[src/escape_string_unquoter_defines.svh]
// ---------------------------------------------------------------------------
// Assertion macros for the escape string unquoter
// Concurrent checks clocked by clk and held off during rst.
// ---------------------------------------------------------------------------
`ifndef ESCAPE_STRING_UNQUOTER_DEFINES_SVH
`define ESCAPE_STRING_UNQUOTER_DEFINES_SVH

`ifndef SYNTH
`define ESU_ASSERT(label, prop) \
  label: assert property (@(posedge clk) disable iff (rst) prop) \
    else $error("escape_string_unquoter: check failed");
`define ESU_NEVER(label, expr) \
  `ESU_ASSERT(label, !(expr))
`else
`define ESU_ASSERT(label, prop)
`define ESU_NEVER(label, expr)
`endif

`endif

[src/esu_pkg.sv]
// ---------------------------------------------------------------------------
// esu_pkg
// Types, character codes and helper functions shared by the unquoter.
// ---------------------------------------------------------------------------
`default_nettype none

package esu_pkg;

  localparam int MAX_RES     = 6;
  localparam int QUEUE_DEPTH = 4;

  localparam logic [7:0] CH_BSL  = 8'h5C;
  localparam logic [7:0] CH_DQ   = 8'h22;
  localparam logic [7:0] CH_SQ   = 8'h27;
  localparam logic [7:0] CH_N    = 8'h6E;
  localparam logic [7:0] CH_R    = 8'h72;
  localparam logic [7:0] CH_T    = 8'h74;
  localparam logic [7:0] CH_E    = 8'h65;
  localparam logic [7:0] CH_X    = 8'h78;
  localparam logic [7:0] BYTE_LF  = 8'h0A;
  localparam logic [7:0] BYTE_CR  = 8'h0D;
  localparam logic [7:0] BYTE_TAB = 8'h09;
  localparam logic [7:0] BYTE_ESC = 8'h1B;

  typedef enum logic [5:0] {
    PH_IDLE = 6'b000001,
    PH_ESC  = 6'b000010,
    PH_HEX1 = 6'b000100,
    PH_HEX2 = 6'b001000,
    PH_OCT1 = 6'b010000,
    PH_OCT2 = 6'b100000
  } phase_t;

  // One request's worth of output bytes, byte 0 goes out first.
  typedef struct packed {
    logic [MAX_RES-1:0][7:0] bytes;
    logic [2:0]              cnt;
    logic                    last;
  } entry_t;

  typedef struct packed {
    logic empty;
    logic full;
  } q_status_t;

  typedef struct packed {
    logic [3:0][7:0] b;
    logic [2:0]      n;
  } utf8_t;

  function automatic logic is_char(input logic [20:0] c, input logic [7:0] ch);
    return c == {13'd0, ch};
  endfunction

  function automatic logic is_oct(input logic [20:0] c);
    return c >= 21'h30 && c <= 21'h37;
  endfunction

  // {valid, value}
  function automatic logic [4:0] hex_digit(input logic [20:0] c);
    logic [4:0] r;
    r = 5'd0;
    if (c >= 21'h30 && c <= 21'h39) begin
      r = {1'b1, c[3:0]};
    end else if ((c >= 21'h61 && c <= 21'h66) || (c >= 21'h41 && c <= 21'h46)) begin
      r = {1'b1, 4'(c[3:0] + 4'd9)};
    end
    return r;
  endfunction

  function automatic utf8_t utf8_encode(input logic [20:0] c);
    utf8_t u;
    u = '0;
    if ((c >= 21'h00D800 && c <= 21'h00DFFF) || c > 21'h10FFFF) begin
      u.b[0] = 8'hEF;
      u.b[1] = 8'hBF;
      u.b[2] = 8'hBD;
      u.n    = 3'd3;
    end else if (c < 21'h80) begin
      u.b[0] = c[7:0];
      u.n    = 3'd1;
    end else if (c < 21'h800) begin
      u.b[0] = {3'b110, c[10:6]};
      u.b[1] = {2'b10, c[5:0]};
      u.n    = 3'd2;
    end else if (c < 21'h10000) begin
      u.b[0] = {4'b1110, c[15:12]};
      u.b[1] = {2'b10, c[11:6]};
      u.b[2] = {2'b10, c[5:0]};
      u.n    = 3'd3;
    end else begin
      u.b[0] = {5'b11110, c[20:18]};
      u.b[1] = {2'b10, c[17:12]};
      u.b[2] = {2'b10, c[11:6]};
      u.b[3] = {2'b10, c[5:0]};
      u.n    = 3'd4;
    end
    return u;
  endfunction

endpackage

`default_nettype wire

[src/esu_front.sv]
// ---------------------------------------------------------------------------
// esu_front
// Takes code points, tracks the escape phase and packs each request's bytes.
// ---------------------------------------------------------------------------
`default_nettype none

module esu_front (
  input  wire logic                clk,
  input  wire logic                rst,
  input  wire logic                in_valid,
  output logic                     in_stall,
  input  wire logic [20:0]         code_point,
  input  wire logic                is_last,
  input  wire esu_pkg::q_status_t  q_stat,
  output logic                     push,
  output esu_pkg::entry_t          push_entry
);

  esu_pkg::phase_t phase, phase_next;
  logic [7:0]      pending, pending_next;

  logic            accept;
  logic [1:0][7:0] pre;
  logic [1:0]      pre_cnt;
  logic            do_plain;
  logic            plain_bsl;
  logic [4:0]      hv;
  logic [5:0]      oct_v;
  esu_pkg::utf8_t  utf;

  assign in_stall = q_stat.full;
  assign accept   = in_valid && !q_stat.full;
  assign hv       = esu_pkg::hex_digit(code_point);
  assign oct_v    = {pending[2:0], code_point[2:0]};

  always_comb begin
    phase_next   = esu_pkg::PH_IDLE;
    pending_next = pending;
    pre          = '0;
    pre_cnt      = 2'd0;
    do_plain     = 1'b0;
    unique case (phase)
      esu_pkg::PH_ESC: begin
        if (esu_pkg::is_char(code_point, esu_pkg::CH_BSL) ||
            esu_pkg::is_char(code_point, esu_pkg::CH_DQ) ||
            esu_pkg::is_char(code_point, esu_pkg::CH_SQ)) begin
          pre[0] = code_point[7:0];  pre_cnt = 2'd1;
        end else if (esu_pkg::is_char(code_point, esu_pkg::CH_N)) begin
          pre[0] = esu_pkg::BYTE_LF;  pre_cnt = 2'd1;
        end else if (esu_pkg::is_char(code_point, esu_pkg::CH_R)) begin
          pre[0] = esu_pkg::BYTE_CR;  pre_cnt = 2'd1;
        end else if (esu_pkg::is_char(code_point, esu_pkg::CH_T)) begin
          pre[0] = esu_pkg::BYTE_TAB; pre_cnt = 2'd1;
        end else if (esu_pkg::is_char(code_point, esu_pkg::CH_E)) begin
          pre[0] = esu_pkg::BYTE_ESC; pre_cnt = 2'd1;
        end else if (esu_pkg::is_char(code_point, esu_pkg::CH_X)) begin
          if (is_last) begin
            pre[0] = esu_pkg::CH_BSL; pre[1] = esu_pkg::CH_X; pre_cnt = 2'd2;
          end else begin
            phase_next = esu_pkg::PH_HEX1;
          end
        end else if (esu_pkg::is_oct(code_point)) begin
          if (is_last) begin
            pre[0] = {5'd0, code_point[2:0]}; pre_cnt = 2'd1;
          end else begin
            pending_next = {5'd0, code_point[2:0]};
            phase_next   = esu_pkg::PH_OCT1;
          end
        end else begin
          // unknown escape: backslash, then the char again as text
          pre[0] = esu_pkg::CH_BSL; pre_cnt = 2'd1;
          do_plain = 1'b1;
        end
      end
      esu_pkg::PH_HEX1: begin
        if (hv[4]) begin
          if (is_last) begin
            pre[0] = {4'd0, hv[3:0]}; pre_cnt = 2'd1;
          end else begin
            pending_next = {4'd0, hv[3:0]};
            phase_next   = esu_pkg::PH_HEX2;
          end
        end else begin
          pre[0] = esu_pkg::CH_BSL; pre[1] = esu_pkg::CH_X; pre_cnt = 2'd2;
          do_plain = 1'b1;
        end
      end
      esu_pkg::PH_HEX2: begin
        pre_cnt = 2'd1;
        if (hv[4]) begin
          pre[0] = {pending[3:0], hv[3:0]};
        end else begin
          pre[0] = pending;
          do_plain = 1'b1;
        end
      end
      esu_pkg::PH_OCT1: begin
        if (esu_pkg::is_oct(code_point)) begin
          if (is_last) begin
            pre[0] = {2'd0, oct_v}; pre_cnt = 2'd1;
          end else begin
            pending_next = {2'd0, oct_v};
            phase_next   = esu_pkg::PH_OCT2;
          end
        end else begin
          pre[0] = pending; pre_cnt = 2'd1;
          do_plain = 1'b1;
        end
      end
      esu_pkg::PH_OCT2: begin
        pre_cnt = 2'd1;
        if (esu_pkg::is_oct(code_point)) begin
          pre[0] = {pending[4:0], code_point[2:0]};
        end else begin
          pre[0] = pending;
          do_plain = 1'b1;
        end
      end
      default: do_plain = 1'b1;
    endcase

    // a backslash in text opens an escape unless the string ends here
    plain_bsl = do_plain && esu_pkg::is_char(code_point, esu_pkg::CH_BSL) && !is_last;
    if (plain_bsl) begin
      phase_next = esu_pkg::PH_ESC;
    end
    if (phase_next == esu_pkg::PH_IDLE || is_last) begin
      phase_next   = esu_pkg::PH_IDLE;
      pending_next = 8'd0;
    end
  end

  always_comb begin
    utf = esu_pkg::utf8_encode(code_point);
    if (!do_plain || plain_bsl) begin
      utf = '0;
    end
    push_entry.last = is_last;
    push_entry.cnt  = {1'b0, pre_cnt} + utf.n;
    case (pre_cnt)
      2'd0:    push_entry.bytes = {16'd0, utf.b};
      2'd1:    push_entry.bytes = {8'd0, utf.b, pre[0]};
      default: push_entry.bytes = {utf.b, pre[1], pre[0]};
    endcase
  end

  assign push = accept && (push_entry.cnt != 3'd0);

  always_ff @(posedge clk) begin
    if (rst) begin
      phase   <= esu_pkg::PH_IDLE;
      pending <= 8'd0;
    end else if (accept) begin
      phase   <= phase_next;
      pending <= pending_next;
    end
  end

endmodule

`default_nettype wire

[src/esu_queue.sv]
// ---------------------------------------------------------------------------
// esu_queue
// Small register queue of packed byte groups between front and back.
// ---------------------------------------------------------------------------
`default_nettype none

module esu_queue #(
  parameter int DEPTH = esu_pkg::QUEUE_DEPTH
) (
  input  wire logic                clk,
  input  wire logic                rst,
  input  wire logic                push,
  input  wire esu_pkg::entry_t     push_entry,
  input  wire logic                pop,
  output esu_pkg::entry_t          head,
  output esu_pkg::q_status_t       q_stat
);

  localparam int PW = (DEPTH > 1) ? $clog2(DEPTH) : 1;
  localparam int CW = $clog2(DEPTH + 1);

  esu_pkg::entry_t mem [DEPTH];
  logic [PW-1:0]   wr_ptr, rd_ptr;
  logic [CW-1:0]   count;
  logic            do_push, do_pop;

  assign q_stat.empty = (count == CW'(0));
  assign q_stat.full  = (count == CW'(DEPTH));
  assign do_push      = push && !q_stat.full;
  assign do_pop       = pop && !q_stat.empty;
  assign head         = mem[rd_ptr];

  always_ff @(posedge clk) begin
    if (do_push) begin
      mem[wr_ptr] <= push_entry;
    end
  end

  always_ff @(posedge clk) begin
    if (rst) begin
      wr_ptr <= '0;
      rd_ptr <= '0;
      count  <= '0;
    end else begin
      if (do_push) begin
        wr_ptr <= (wr_ptr == PW'(DEPTH - 1)) ? '0 : wr_ptr + PW'(1);
      end
      if (do_pop) begin
        rd_ptr <= (rd_ptr == PW'(DEPTH - 1)) ? '0 : rd_ptr + PW'(1);
      end
      if (do_push && !do_pop) begin
        count <= count + CW'(1);
      end else if (do_pop && !do_push) begin
        count <= count - CW'(1);
      end
    end
  end

endmodule

`default_nettype wire

[src/esu_back.sv]
// ---------------------------------------------------------------------------
// esu_back
// Walks head bytes one per cycle into the output register unless stalled.
// ---------------------------------------------------------------------------
`default_nettype none

module esu_back (
  input  wire logic                clk,
  input  wire logic                rst,
  input  wire esu_pkg::entry_t     head,
  input  wire esu_pkg::q_status_t  q_stat,
  output logic                     pop,
  output logic                     out_valid,
  input  wire logic                out_stall,
  output logic [7:0]               out_byte,
  output logic                     run_last,
  output logic                     string_end
);

  logic [2:0] bidx;
  logic       load, take, fin;

  assign load = !out_valid || !out_stall;
  assign take = load && !q_stat.empty;
  assign fin  = (bidx + 3'd1) == head.cnt;
  assign pop  = take && fin;

  always_ff @(posedge clk) begin
    if (rst) begin
      out_valid <= 1'b0;
      bidx      <= 3'd0;
    end else if (load) begin
      out_valid <= take;
      if (take) begin
        bidx <= fin ? 3'd0 : bidx + 3'd1;
      end
    end
  end

  always_ff @(posedge clk) begin
    if (take) begin
      out_byte   <= head.bytes[bidx];
      run_last   <= fin;
      string_end <= fin && head.last;
    end
  end

endmodule

`default_nettype wire

[src/escape_string_unquoter.sv]
// Path: accepted bytes are written to the queue, then to the output register.
// Throughput: one code point per cycle while each gives at most one byte and nothing
// stalls; the output sends one byte per cycle, and a multi-byte group holds it longer.
// The byte-group queue (QUEUE_DEPTH entries) lets input run ahead of a stalled output.
// Reset: escape phase idle, pending value zero, queue empty, out_valid low.
// ---------------------------------------------------------------------------
// escape_string_unquoter
// Decodes backslash escapes in a code point stream and emits UTF-8 bytes.
// ---------------------------------------------------------------------------
`default_nettype none
`include "escape_string_unquoter_defines.svh"

module escape_string_unquoter #(
  parameter int QUEUE_DEPTH = esu_pkg::QUEUE_DEPTH
) (
  input  wire logic        clk,
  input  wire logic        rst,
  input  wire logic        in_valid,
  output logic             in_stall,
  input  wire logic [20:0] code_point,
  input  wire logic        is_last,
  output logic             out_valid,
  input  wire logic        out_stall,
  output logic [7:0]       out_byte,
  output logic             run_last,
  output logic             string_end
);

  esu_pkg::q_status_t q_stat;
  esu_pkg::entry_t    push_entry, head;
  logic               q_push, q_pop;

  esu_front u_front (
    .clk        (clk),
    .rst        (rst),
    .in_valid   (in_valid),
    .in_stall   (in_stall),
    .code_point (code_point),
    .is_last    (is_last),
    .q_stat     (q_stat),
    .push       (q_push),
    .push_entry (push_entry)
  );

  esu_queue #(
    .DEPTH (QUEUE_DEPTH)
  ) u_queue (
    .clk        (clk),
    .rst        (rst),
    .push       (q_push),
    .push_entry (push_entry),
    .pop        (q_pop),
    .head       (head),
    .q_stat     (q_stat)
  );

  esu_back u_back (
    .clk        (clk),
    .rst        (rst),
    .head       (head),
    .q_stat     (q_stat),
    .pop        (q_pop),
    .out_valid  (out_valid),
    .out_stall  (out_stall),
    .out_byte   (out_byte),
    .run_last   (run_last),
    .string_end (string_end)
  );

  // string end always closes a request's byte run
  `ESU_ASSERT(a_end_has_run_last, out_valid && string_end |-> run_last)
  // nothing leaves an empty queue
  `ESU_NEVER(a_no_pop_empty, q_pop && q_stat.empty)
  // a request is only popped while the output can take a byte
  `ESU_ASSERT(a_pop_loads_out, q_pop |=> out_valid)

endmodule

`default_nettype wire
[config.mk]
export PLATFORM = sky130hd
export DESIGN_NAME = escape_string_unquoter
export DESIGN_NICKNAME = d
export VERILOG_FILES = /design/src/esu_pkg.sv /design/src/esu_front.sv /design/src/esu_queue.sv /design/src/esu_back.sv /design/src/escape_string_unquoter.sv
export VERILOG_INCLUDE_DIRS = /design/src /design/src/src
export SDC_FILE = /design/constraint.sdc
export NUM_CORES = 1
export LEC_CHECK = 0
export ABC_AREA = 1
export BUFFER_PORTS_ARGS = -buffer_cell sky130_fd_sc_hd__buf_2
export CAP_MARGIN = 20
export CORE_UTILIZATION = 60
export CTS_CLUSTER_DIAMETER = 120
export CTS_CLUSTER_SIZE = 30
export DETAILED_ROUTE_END_ITERATION = 8
export MAX_ROUTING_LAYER = met4
export PLACE_DENSITY_LB_ADDON = 0.05
export SYNTH_ARGS = -nofsm -noshare
export SYNTH_HDL_FRONTEND = slang
export SYNTH_HIERARCHICAL = 1
export SYNTH_SLANG_ARGS = --single-unit
[constraint.sdc]
create_clock -name clk -period 7.58 [get_ports clk]
set_clock_uncertainty 0.15 [all_clocks]
set_input_delay 0.758 -clock clk [delete_from_list [all_inputs] [get_ports clk]]
set_output_delay 0.758 -clock clk [all_outputs]
set_load 0.02 [all_outputs]
==> results of run 1 <==
-- power by group through the flow --
stage / logic (uW) / registers (uW) / clock network (uW)
after CTS: 1070 / 1750 / 737
after detailed placement: 1070 / 1780 / 0
after floorplan: 764 / 1810 / 0
after global routing: 1180 / 1770 / 781
after global placement: 1060 / 1780 / 0
final: 1070 / 1750 / 720
-- routing by layer --
metal	vias up	GRT usage [%]
li1	4611	-
met1	4620	40.22
met2	418	49.47
met3	54	3.049
met4	0	7.755
met5	-	-
-- stage by stage --
step | hold WS [ns] | cell area (um^2)
floorplan | 0.3087 | 13080
global placement | 0.3153 | 13280
detailed placement | 0.3326 | 13280
CTS | 0.3522 | 13650
global route | 0.3697 | 13650
finish | 0.3461 | 13650
-- kinds of logic after synthesis --
kind of cell / Yosys count / synth area share, %
simple gates: 597 / 22.79
compound gates: 303 / 14.93
flops: 243 / 53.91
buf+inv: 169 / 6.614
fa+ha+maj: 14 / 1.455
xor+xnor: 4 / 0.2680
other cells: 1 / 0.02869
-- registers in the layout, indices dropped and copies added (netlist names), named ones only --
| name | count |
|---|---|
| u_front/pending | 6 |
| u_back/out_valid | 1 |
| u_back/run_last | 1 |
| u_queue/mem | 208 |
| u_queue/rd_ptr | 2 |
| u_queue/count | 3 |
| u_back/bidx | 3 |
| u_back/string_end | 1 |
| u_front/phase | 6 |
| u_queue/wr_ptr | 2 |
| u_back/out_byte | 8 |
-- critical path: cells and delay by family --
family | cells | cell delay [ns]
buf+inv | 4 | 0.35
simple gates | 12 | 2.30
compound gates | 2 | 0.35
fa+ha+maj | 4 | 1.54
-- worst max-delay path by stage --
stage,from,end,slack (ns),cells past startpoint
after floorplan,code_point[5],u_queue/mem[0][0]$_DFFE_PP_,1.49,20
after global placement,code_point[19],u_queue/mem[3][41]$_DFFE_PP_,2.19,18
after detailed placement,code_point[19],u_queue/mem[3][41]$_DFFE_PP_,2.10,18
after CTS,code_point[19],u_queue/mem[3][6]$_DFFE_PP_,2.55,18
after global routing,code_point[19],u_queue/count[2]$_SDFFE_PP0P_,2.17,26
final,code_point[19],u_queue/count[1]$_SDFFE_PP0P_,2.51,22
-- cell usage after synthesis (9+ instances only) --
cell,n,area share [%]
nand2_1,224,6.4
edfxtp_1,218,50
nor2_1,193,5.5
o21ai_0,141,5.4
inv_1,84,2.4
nand3_1,54,2.1
nor2_4,45,3.9
o22ai_2,38,3.6
a21oi_1,30,1.1
o21ai_1,26,1.0
dfxtp_1,25,3.8
o22ai_1,24,1.1
buf_2,19,0.73
nand4_1,19,0.91
clkbuf_1,15,0.43
nand2_2,15,0.72
buf_4,14,0.80
inv_2,14,0.40
o211ai_1,14,0.80
ha_1,12,1.1
nand2_4,10,0.86
nor2_2,9,0.43
nor3_1,9,0.34
-- area by class of cell --
class | instances | share of cell area [%]
multi-input combinational | 921 | 38.08
clock buffer | 16 | 2.466
antenna | 1 | 0.01833
sequential | 243 | 51.66
inverter | 107 | 3.126
clock inverter | 1 | 0.2200
tap | 275 | 2.521
timing repair buffer | 47 | 1.907
-- layout by cell type, fill, tap and decap left out, drive strengths merged --
cell type  netlist  layout
a31oi            2       2
a21oi           30      30
nand2          250     250
nor4             3       3
o2111ai          1       1
dfxtp           25      25
nand3b           3       3
o31ai            1       1
buf             47      47
ha              12      12
o21bai           1       1
clkbuf          15      16
conb             1       3
o21a             7       7
nor3             9       9
or2              1       1
a22oi            8       8
nand3           63      63
nor2           248     248
o22ai           62      62
o311ai           2       2
o21ai          167     167
nand4           20      20
clkinv           6       7
edfxtp         218     218
xor2             4       4
diode            0       1
o221ai           7       7
a211oi           1       1
inv            101     101
o211ai          14      14
fa               2       2
==> flow_summary_export.csv, run 1 <==
group,metric,value,unit
clock_network,clkSinkCount,243,
power,p_switching,1217,uW
timing,clock.fmax,197.2,MHz
clock_network,hold_buffers,0,
grt,grt_pass1_vias,9119,
clock_network,post_cts_buffers,0,
power,pwr-share-clk,20.4,%
detailed_routing,dr.max_layer_used,"met4",
setup_path,crit_path_start_kind,"input pin",
layout,multi_input_area,5197,um^2
clock_network,cts_buffers,12,
yosys,ys_dominant_reg_cell,"edfxtp_1",
timing,postLayoutSetupSlackWorst,2.509,ns
timing,layout_worst_path_cycle_share,66.90,%
power,leakagePower,0.004967,uW
placed_design,place_congestion,0.9332,
floorplan,core_area,21220,um^2
floorplan,fp.dieW,149.6,um
flow_run,max_cap_violations,0,
placed_design,dp_slack,2.096,ns
setup_path,path_max_fanout,20,
timing,max_slew_margin,39.33,%
detailed_routing,met1_length,13450,um
timing,finalSetupViolations,0,
floorplan,start_util,61.60,%
layout,drive_gt1_share,16.40,%
grt,grt_usage,30.16,%
placed_design,portBuffers,37,
power,finalPower,3536,uW
power,vdd_drop_max,0.0001678,V
setup_path,cp_slowest_cell,"fa_1",
setup_path,cpPeakStageDelay,0.51,ns
timing,tns,0,ns
timing,hold_violations,0,
clock_network,cts_tree,"built",
timing,rsz0062_at_grt,"false",
detailed_routing,firstDrtPassIters,7,
detailed_routing,viasPerCell,6.023,
timing,tightestPinTransition,0.9006,ns
power,swShare,34.41,%
clock_network,path_clk_slew,0.11,ns
timing,period_minus_slack,5.071,ns
yosys,synth_area,13070,um^2
floorplan,die_area,22380,um^2
min_path,min_to,"u_back/out_valid$_SDFFE_PP0N_",
grt,grt_pass1_wl,50100,um
floorplan,fp-row-count,53,
grt,antenna_found_initial,1,
detailed_routing,dr_wl_met2,15410,um
yosys,yosysSeqAreaShare,53.91,%
yosys,synthCells,1331,
floorplan,pin_count,38,
grt,grt_max_degree,78,
floorplan,die_h,149.6,um
timing,drv_slew,0,
yosys,yosysUniqueCellTypes,52,
setup_path,r2r-start,"u_front/phase[2]$_SDFFE_PP0P_",
power,power_frac_seq,49.4,%
layout,area_growth,4.422,%
setup_path,path_class,"input pin to flop",
layout,nets,1372,
setup_path,crit_chain,"buf_2 > nor2_2 > nand2_4 > nor2_4 > nand3_2 > nand2_2 > nand3_2 > a21oi_1 > nand3_2 > ha_1 > fa_1 > nor2_1 > nand3_1 > nand2_1 > inv_1 > nand2_1 > inv_1 > ha_1 > inv_1 > fa_1 > o21ai_0 > nor2_1",
grt,grt_overflow,0,
min_path,hold_class,"flop to flop",
detailed_routing,routed-wl-met3,2317,um
setup_path,cp.arrival,5.30,ns
yosys,synth_edf_count,218,
detailed_routing,drc,0,
clock_network,cts_resized,0,
setup_path,r2r_cells,18,
clock_network,cts_buffer_depth,3,
yosys,yosysWarnings,6,
setup_path,r2r-end,"u_queue/count[1]$_SDFFE_PP0P_",
setup_path,crit_path_end_kind,"flop",
clock_network,root_buffer,"clkbuf_16",
detailed_routing,post_drt_wl_per_cell,19.77,um
layout,fin_cells,1611,
clock_network,worstSkewPairLatency,0.47,ns
detailed_routing,drt.antenna.violating_nets,0,
min_path,worstHoldStart,"u_back/out_valid$_SDFFE_PP0N_",
detailed_routing,dr.first_iter.drc_count,947,
placed_design,dp_cells,1593,
yosys,ys_seq_elements,243,
min_path,whs_path_depth,2,
yosys,syn_area_per_cell,9.821,um^2
status,status,"completed",
setup_path,regToRegSetupSlack,3.03,ns
layout,regArea,7052,um^2
power,pwr_density_cell,259.0,nW/um^2
setup_path,crit_required,7.81,ns
power,power_frac_comb,30.2,%
layout,fillers,1782,
detailed_routing,wirelength,31860,um
layout,finalCoreUtilization,64.32,%
yosys,async_flop_share,0,%
detailed_routing,vias,9703,
clock_network,cts_max_level,1,
placed_design,dp_hpwl,20810,um
power,cellInternalPower,2319,uW
No activity file was read; power rests on OpenSTA's default activity.
==> inputs of run 2 (changes only) <==
- CORE_UTILIZATION: 60 -> 57
- clock period: 7.58 -> 4.65 ns (I/O delays scaled with it)
==> run 2 against run 1 <==
Net effect:
- routed wire length is 3.3% higher
- core utilization down 2.3 points
- cell count up 2.4%
- sequential cell count is the same
- cell area increased by 2.5%
- sequential share of layout area down 1.3 points
- non-clock buffer count grew 30
- die area increased by 5.2%
- clock power is 62% higher
- hold slack worse by 0.23 ns
- setup slack lost 2.0 ns
- via count is 0.39% higher
- critical endpoint is now u_queue/count[2]$_SDFFE_PP0P_
- largest cell class unchanged
==> flow_summary_export.csv, run 2 (same netlist as run 1, synthesis figures left out) <==
group,metric,value,unit
timing,finalSetupViolations,0,
floorplan,fp.dieW,153.4,um
floorplan,pin_count,38,
grt,grt_pass1_wl,52000,um
timing,hold_violations,0,
floorplan,fp-row-count,55,
timing,tightestPinTransition,0.8314,ns
clock_network,cts_tree,"built",
grt,grt_usage,29.51,%
timing,rsz0062_at_grt,"false",
timing,period_minus_slack,4.105,ns
status,status,"completed",
layout,largest_reg_flops,208,
layout,drive_gt1_share,18.24,%
grt,grt_max_degree,81,
floorplan,die_h,153.4,um
grt,grt_overflow,0,
layout,antenna_cells,0,
layout,final_cell_mix,"nand2_1 (224), edfxtp_1 (218), nor2_1 (189), o21ai_0 (141), inv_1 (84)",
placed_design,dp_hpwl,22870,um
setup_path,path_max_fanout,12,
clock_network,post_cts_buffers,0,
layout,fin_cells,1650,
floorplan,core_area,22570,um^2
layout,top_regs,"u_queue/mem: 208 flops, u_back/out_byte: 8 flops",
timing,postLayoutSetupSlackWorst,0.5454,ns
clock_network,cts_resized,0,
power,leakagePower,0.005143,uW
layout,nets,1402,
placed_design,dp_cells,1633,
setup_path,crit_path_end_kind,"flop",
grt,antenna_found_initial,0,
layout,area_growth,7.084,%
timing,drv_slew,0,
placed_design,place_congestion,0.9768,
floorplan,die_area,23540,um^2
setup_path,crit_required,4.92,ns
timing,clock.fmax,243.6,MHz
timing,layout_worst_path_cycle_share,88.27,%
timing,max_slew_margin,43.98,%
detailed_routing,wirelength,32900,um
clock_network,cts_buffer_depth,3,
clock_network,path_clk_slew,0.11,ns
power,pwr_density_cell,417.2,nW/um^2
setup_path,crit_path_start_kind,"input pin",
min_path,hold_class,"input pin to flop",
detailed_routing,viasPerCell,5.904,
layout,top_register,"u_queue/mem",
clock_network,root_buffer,"clkbuf_16",
detailed_routing,vias,9741,
detailed_routing,drc,0,
flow_run,max_cap_violations,0,
detailed_routing,post_drt_wl_per_cell,19.94,um
layout,final_cell_area,14000,um^2
clock_network,worstSkewPairLatency,0.47,ns
layout,final_common_cell,"nand2_1",
power,vdd_drop_max,0.0003240,V
setup_path,cp.arrival,4.37,ns
placed_design,dp_slack,0.09274,ns
floorplan,start_util,57.91,%
detailed_routing,dr.first_iter.drc_count,746,
placed_design,post_dp_cell_area,13630,um^2
clock_network,clkSinkCount,243,
clock_network,hold_buffers,0,
setup_path,path_class,"input pin to flop",
grt,grt_pass1_vias,9395,
placed_design,portBuffers,37,
clock_network,cts_max_level,1,
detailed_routing,drt.antenna.violating_nets,0,
clock_network,cts_buffers,12,
detailed_routing,firstDrtPassIters,6,
==> run 2: cell count changes in the layout (fill, tap and decap cells not counted) <==
cell / previous run / this run
buf_4: 10 / 31
buf_12: 0 / 9
diode_2: 1 / 0
==> run 2: path summary, 6_finish.rpt <==
path / start / to / slack, ns / depth (start not counted)
setup / recovery: code_point[2] / u_queue/count[2]$_SDFFE_PP0P_ / 0.55 / 25
hold / removal: out_stall / u_back/out_valid$_SDFFE_PP0N_ / 0.11 / 3
setup reg to reg: u_front/phase[2]$_SDFFE_PP0P_ / u_queue/count[1]$_SDFFE_PP0P_ / 0.65 / 24
hold reg to reg: u_front/phase[2]$_SDFFE_PP0P_ / u_front/phase[2]$_SDFFE_PP0P_ / 0.35 / 2
==> run 2: power by group <==
group	internal [uW]	switching, uW
sequential	2740	107
combinational	565	1250
clock	527	647
total	3830	2010
==> run 2: layout make-up <==
type / count / area, um^2
Sequential cell: 243 / 7052
Multi-Input combinational cell: 921 / 5197
Fill cell: 1944 / 8574
Clock buffer: 16 / 336.6
Timing Repair Buffer: 77 / 598.1
Inverter: 107 / 426.7
Clock inverter: 1 / 30.03
Tap cell: 285 / 356.6
==> run 2: through the flow <==
stage | power (uW) | utilization [%] | TNS [ns] | hold WS (ns)
2_1_floorplan | 4195 | - | -66.73 | 0.3087
3_3_place_gp | 4692 | 60.39 | 0 | 0.3272
3_5_place_dp | 4722 | 60.39 | 0 | 0.3386
4_1_cts | 5875 | 62.01 | 0 | 0.09422
5_1_grt | 6150 | 62.01 | 0 | 0.1045
6_report | 5840 | 62.01 | 0 | 0.1120
==> run 2: worst max-delay path: stages <==
cell and delay (ns):
buf_2 0.26, nand3_1 0.30, or2_2 0.36, o31ai_1 0.25
nand2_1 0.07, nand2_1 0.11, nand2_2 0.17, inv_2 0.12
a31oi_1 0.11, ha_1 0.21, fa_1 0.55, nor2_1 0.07
nand3_1 0.08, nand2_1 0.05, inv_1 0.10, nand2_1 0.08
inv_1 0.06, ha_1 0.16, inv_1 0.07, fa_1 0.38
nand2_1 0.10, nand3_1 0.08, nand2_1 0.06, inv_1 0.03
nor2_1 0.09
==> run 2: per-layer routing <==
metal | global-route usage [%] | up-vias | part of all wire (%)
met2 | 48.29 | 322 | 48
met3 | 3.005 | 65 | 5.8
met5 | - | - | 0
met4 | 9.286 | 0 | 3.0
met1 | 38.91 | 4675 | 43
li1 | - | 4679 | -
==> inputs of run 3 (changes only) <==
- CORE_UTILIZATION: 57 -> 50
==> run 3 against run 2 <==
Net effect:
- routed wire length is 3.7% higher
- non-clock buffer count is 2 lower
- largest power group unchanged
- critical path depth is 2 higher
- fmax is 2.3% higher
- global-route usage is 2.4 points lower
==> flow_summary_export.csv, run 3 (same netlist as run 1, synthesis figures left out) <==
group,metric,value,unit
clock_network,path_clk_slew,0.11,ns
floorplan,die_h,163.7,um
detailed_routing,dr_wl_met2,16200,um
grt,antenna_found_initial,0,
setup_path,cpPeakStageDelay,0.48,ns
clock_network,cts_buffers,12,
setup_path,crit_path_start_kind,"input pin",
power,pwr-share-clk,20.5,%
timing,hold_violations,0,
setup_path,cp.arrival,4.24,ns
timing,finalSetupViolations,0,
grt,grt_pass1_wl,52970,um
timing,rsz0062_at_grt,"false",
setup_path,r2r-end,"u_queue/count[1]$_SDFFE_PP0P_",
timing,period_minus_slack,4.012,ns
setup_path,regToRegSetupSlack,0.65,ns
floorplan,start_util,51.46,%
detailed_routing,met1_length,14870,um
detailed_routing,drc,0,
power,power_frac_comb,30.4,%
setup_path,crit_required,4.87,ns
setup_path,r2r_cells,24,
floorplan,core_area,25400,um^2
power,cellInternalPower,3828,uW
layout,final_cell_mix,"nand2_1 (224), edfxtp_1 (218), nor2_1 (189), o21ai_0 (141), inv_1 (84)",
timing,tns,0,ns
layout,nets,1400,
detailed_routing,viasPerCell,5.688,
timing,clock.fmax,249.3,MHz
setup_path,path_class,"input pin to flop",
grt,grt_usage,27.06,%
setup_path,path_max_fanout,12,
power,p_switching,2028,uW
setup_path,crit_path_end_kind,"flop",
layout,final_common_cell,"nand2_1",
setup_path,cp_slowest_cell,"fa_1",
status,status,"completed",
setup_path,path_buf_inv,6,
placed_design,dp_slack,0.1720,ns
clock_network,cts_max_level,1,
layout,fillers,2313,
power,leakagePower,0.005130,uW
placed_design,dp_cells,1676,
clock_network,root_buffer,"clkbuf_16",
timing,drv_slew,0,
floorplan,die_area,26790,um^2
timing,tightestPinTransition,0.7388,ns
setup_path,startpoint,"code_point[1]",
layout,finalCoreUtilization,55.19,%
power,power_frac_seq,49.1,%
detailed_routing,dr.max_layer_used,"met4",
power,swShare,34.64,%
layout,top_regs,"u_queue/mem: 208 flops, u_back/out_byte: 8 flops",
setup_path,r2r-start,"u_front/phase[2]$_SDFFE_PP0P_",
detailed_routing,vias,9646,
power,vdd_drop_max,0.0003066,V
layout,drive_gt1_share,18.16,%
clock_network,cts_resized,0,
clock_network,clkSinkCount,243,
clock_network,cts_tree,"built",
layout,antenna_cells,0,
grt,grt_overflow,0,
clock_network,post_cts_buffers,0,
placed_design,dp_hpwl,23140,um
floorplan,fp-row-count,58,
floorplan,fp.dieW,163.7,um
detailed_routing,dr.first_iter.drc_count,895,
grt,grt_max_degree,57,
clock_network,hold_buffers,0,
timing,layout_worst_path_cycle_share,86.27,%
clock_network,cts_buffer_depth,3,
placed_design,portBuffers,37,
detailed_routing,post_drt_wl_per_cell,20.11,um
clock_network,worstSkewPairLatency,0.47,ns
detailed_routing,routed-wl-met3,1989,um
setup_path,crit_cells,27,
placed_design,place_congestion,0.9310,
detailed_routing,wirelength,34110,um
detailed_routing,drt.antenna.violating_nets,0,
timing,max_slew_margin,50.75,%
setup_path,cp-endpoint,"u_queue/count[1]$_SDFFE_PP0P_",
layout,area_growth,7.246,%
grt,grt_pass1_vias,9289,
flow_run,max_cap_violations,0,
power,pwr_density_cell,417.8,nW/um^2
timing,postLayoutSetupSlackWorst,0.6383,ns
setup_path,critical-path-top-delay-family,"adder cells",
min_path,hold_class,"input pin to flop",
layout,top_register,"u_queue/mem",
floorplan,pin_count,38,
power,finalPower,5857,uW
detailed_routing,firstDrtPassIters,5,
layout,largest_reg_flops,208,
layout,fin_cells,1696,
run 3: cell count changes in the layout (fill, tap and decap cells not counted):
cell       before  now
inv_8           0    1
clkinv_16       1    0
clkbuf_1        3    5
buf_12          9    7
inv_12          0    1
run 3: how the worst min path moves through the flow:
stage	start	endpoint	slack, ns	depth (start not counted)
floorplan	u_front/phase[0]$_SDFFE_PP1P_	u_front/phase[0]$_SDFFE_PP1P_	0.31	2
global placement	u_back/out_valid$_SDFFE_PP0N_	u_back/out_valid$_SDFFE_PP0N_	0.31	2
detailed placement	u_back/out_valid$_SDFFE_PP0N_	u_back/out_valid$_SDFFE_PP0N_	0.32	2
CTS	out_stall	u_back/out_valid$_SDFFE_PP0N_	0.09	3
global route	out_stall	u_back/out_valid$_SDFFE_PP0N_	0.09	3
finish	out_stall	u_back/out_valid$_SDFFE_PP0N_	0.09	3
run 3: metal layers:
metal	up-vias	GRT usage, %
li1	4681	-
met1	4601	35.48
met2	299	43.88
met3	65	3.123
met4	0	8.796
met5	-	-
run 3: final cells by class:
type / count / area (um^2) / share of cell area, %
Sequential cell: 243 / 7052 / 50.30
Multi-Input combinational cell: 921 / 5197 / 37.08
Timing Repair Buffer: 75 / 558.0 / 3.981
Inverter: 107 / 426.7 / 3.044
Tap cell: 330 / 412.9 / 2.945
Clock buffer: 18 / 344.1 / 2.454
Clock inverter: 2 / 27.53 / 0.1964
run 3: tightest hold or removal path, cell delays in order:
cell and delay [ns]:
buf_2 0.09, nand2_1 0.07, a21oi_1 0.06
run 3: stage by stage:
step	hold slack (ns)	instance area (um^2)
floorplan	0.3087	13090
global placement	0.3141	13650
detailed placement	0.3218	13650
CTS	0.08577	14020
global route	0.09146	14020
finish	0.09494	14020
run 3: power by group through the flow:
| stage | combinational, uW | sequential (uW) | clock [uW] |
|---|---|---|---|
| 5_1_grt | 1970 | 2910 | 1300 |
| 3_5_place_dp | 1790 | 2930 | 0 |
| 6_report | 1780 | 2880 | 1200 |
| 3_3_place_gp | 1790 | 2920 | 0 |
| 4_1_cts | 1800 | 2880 | 1230 |
| 2_1_floorplan | 1250 | 2940 | 0 |
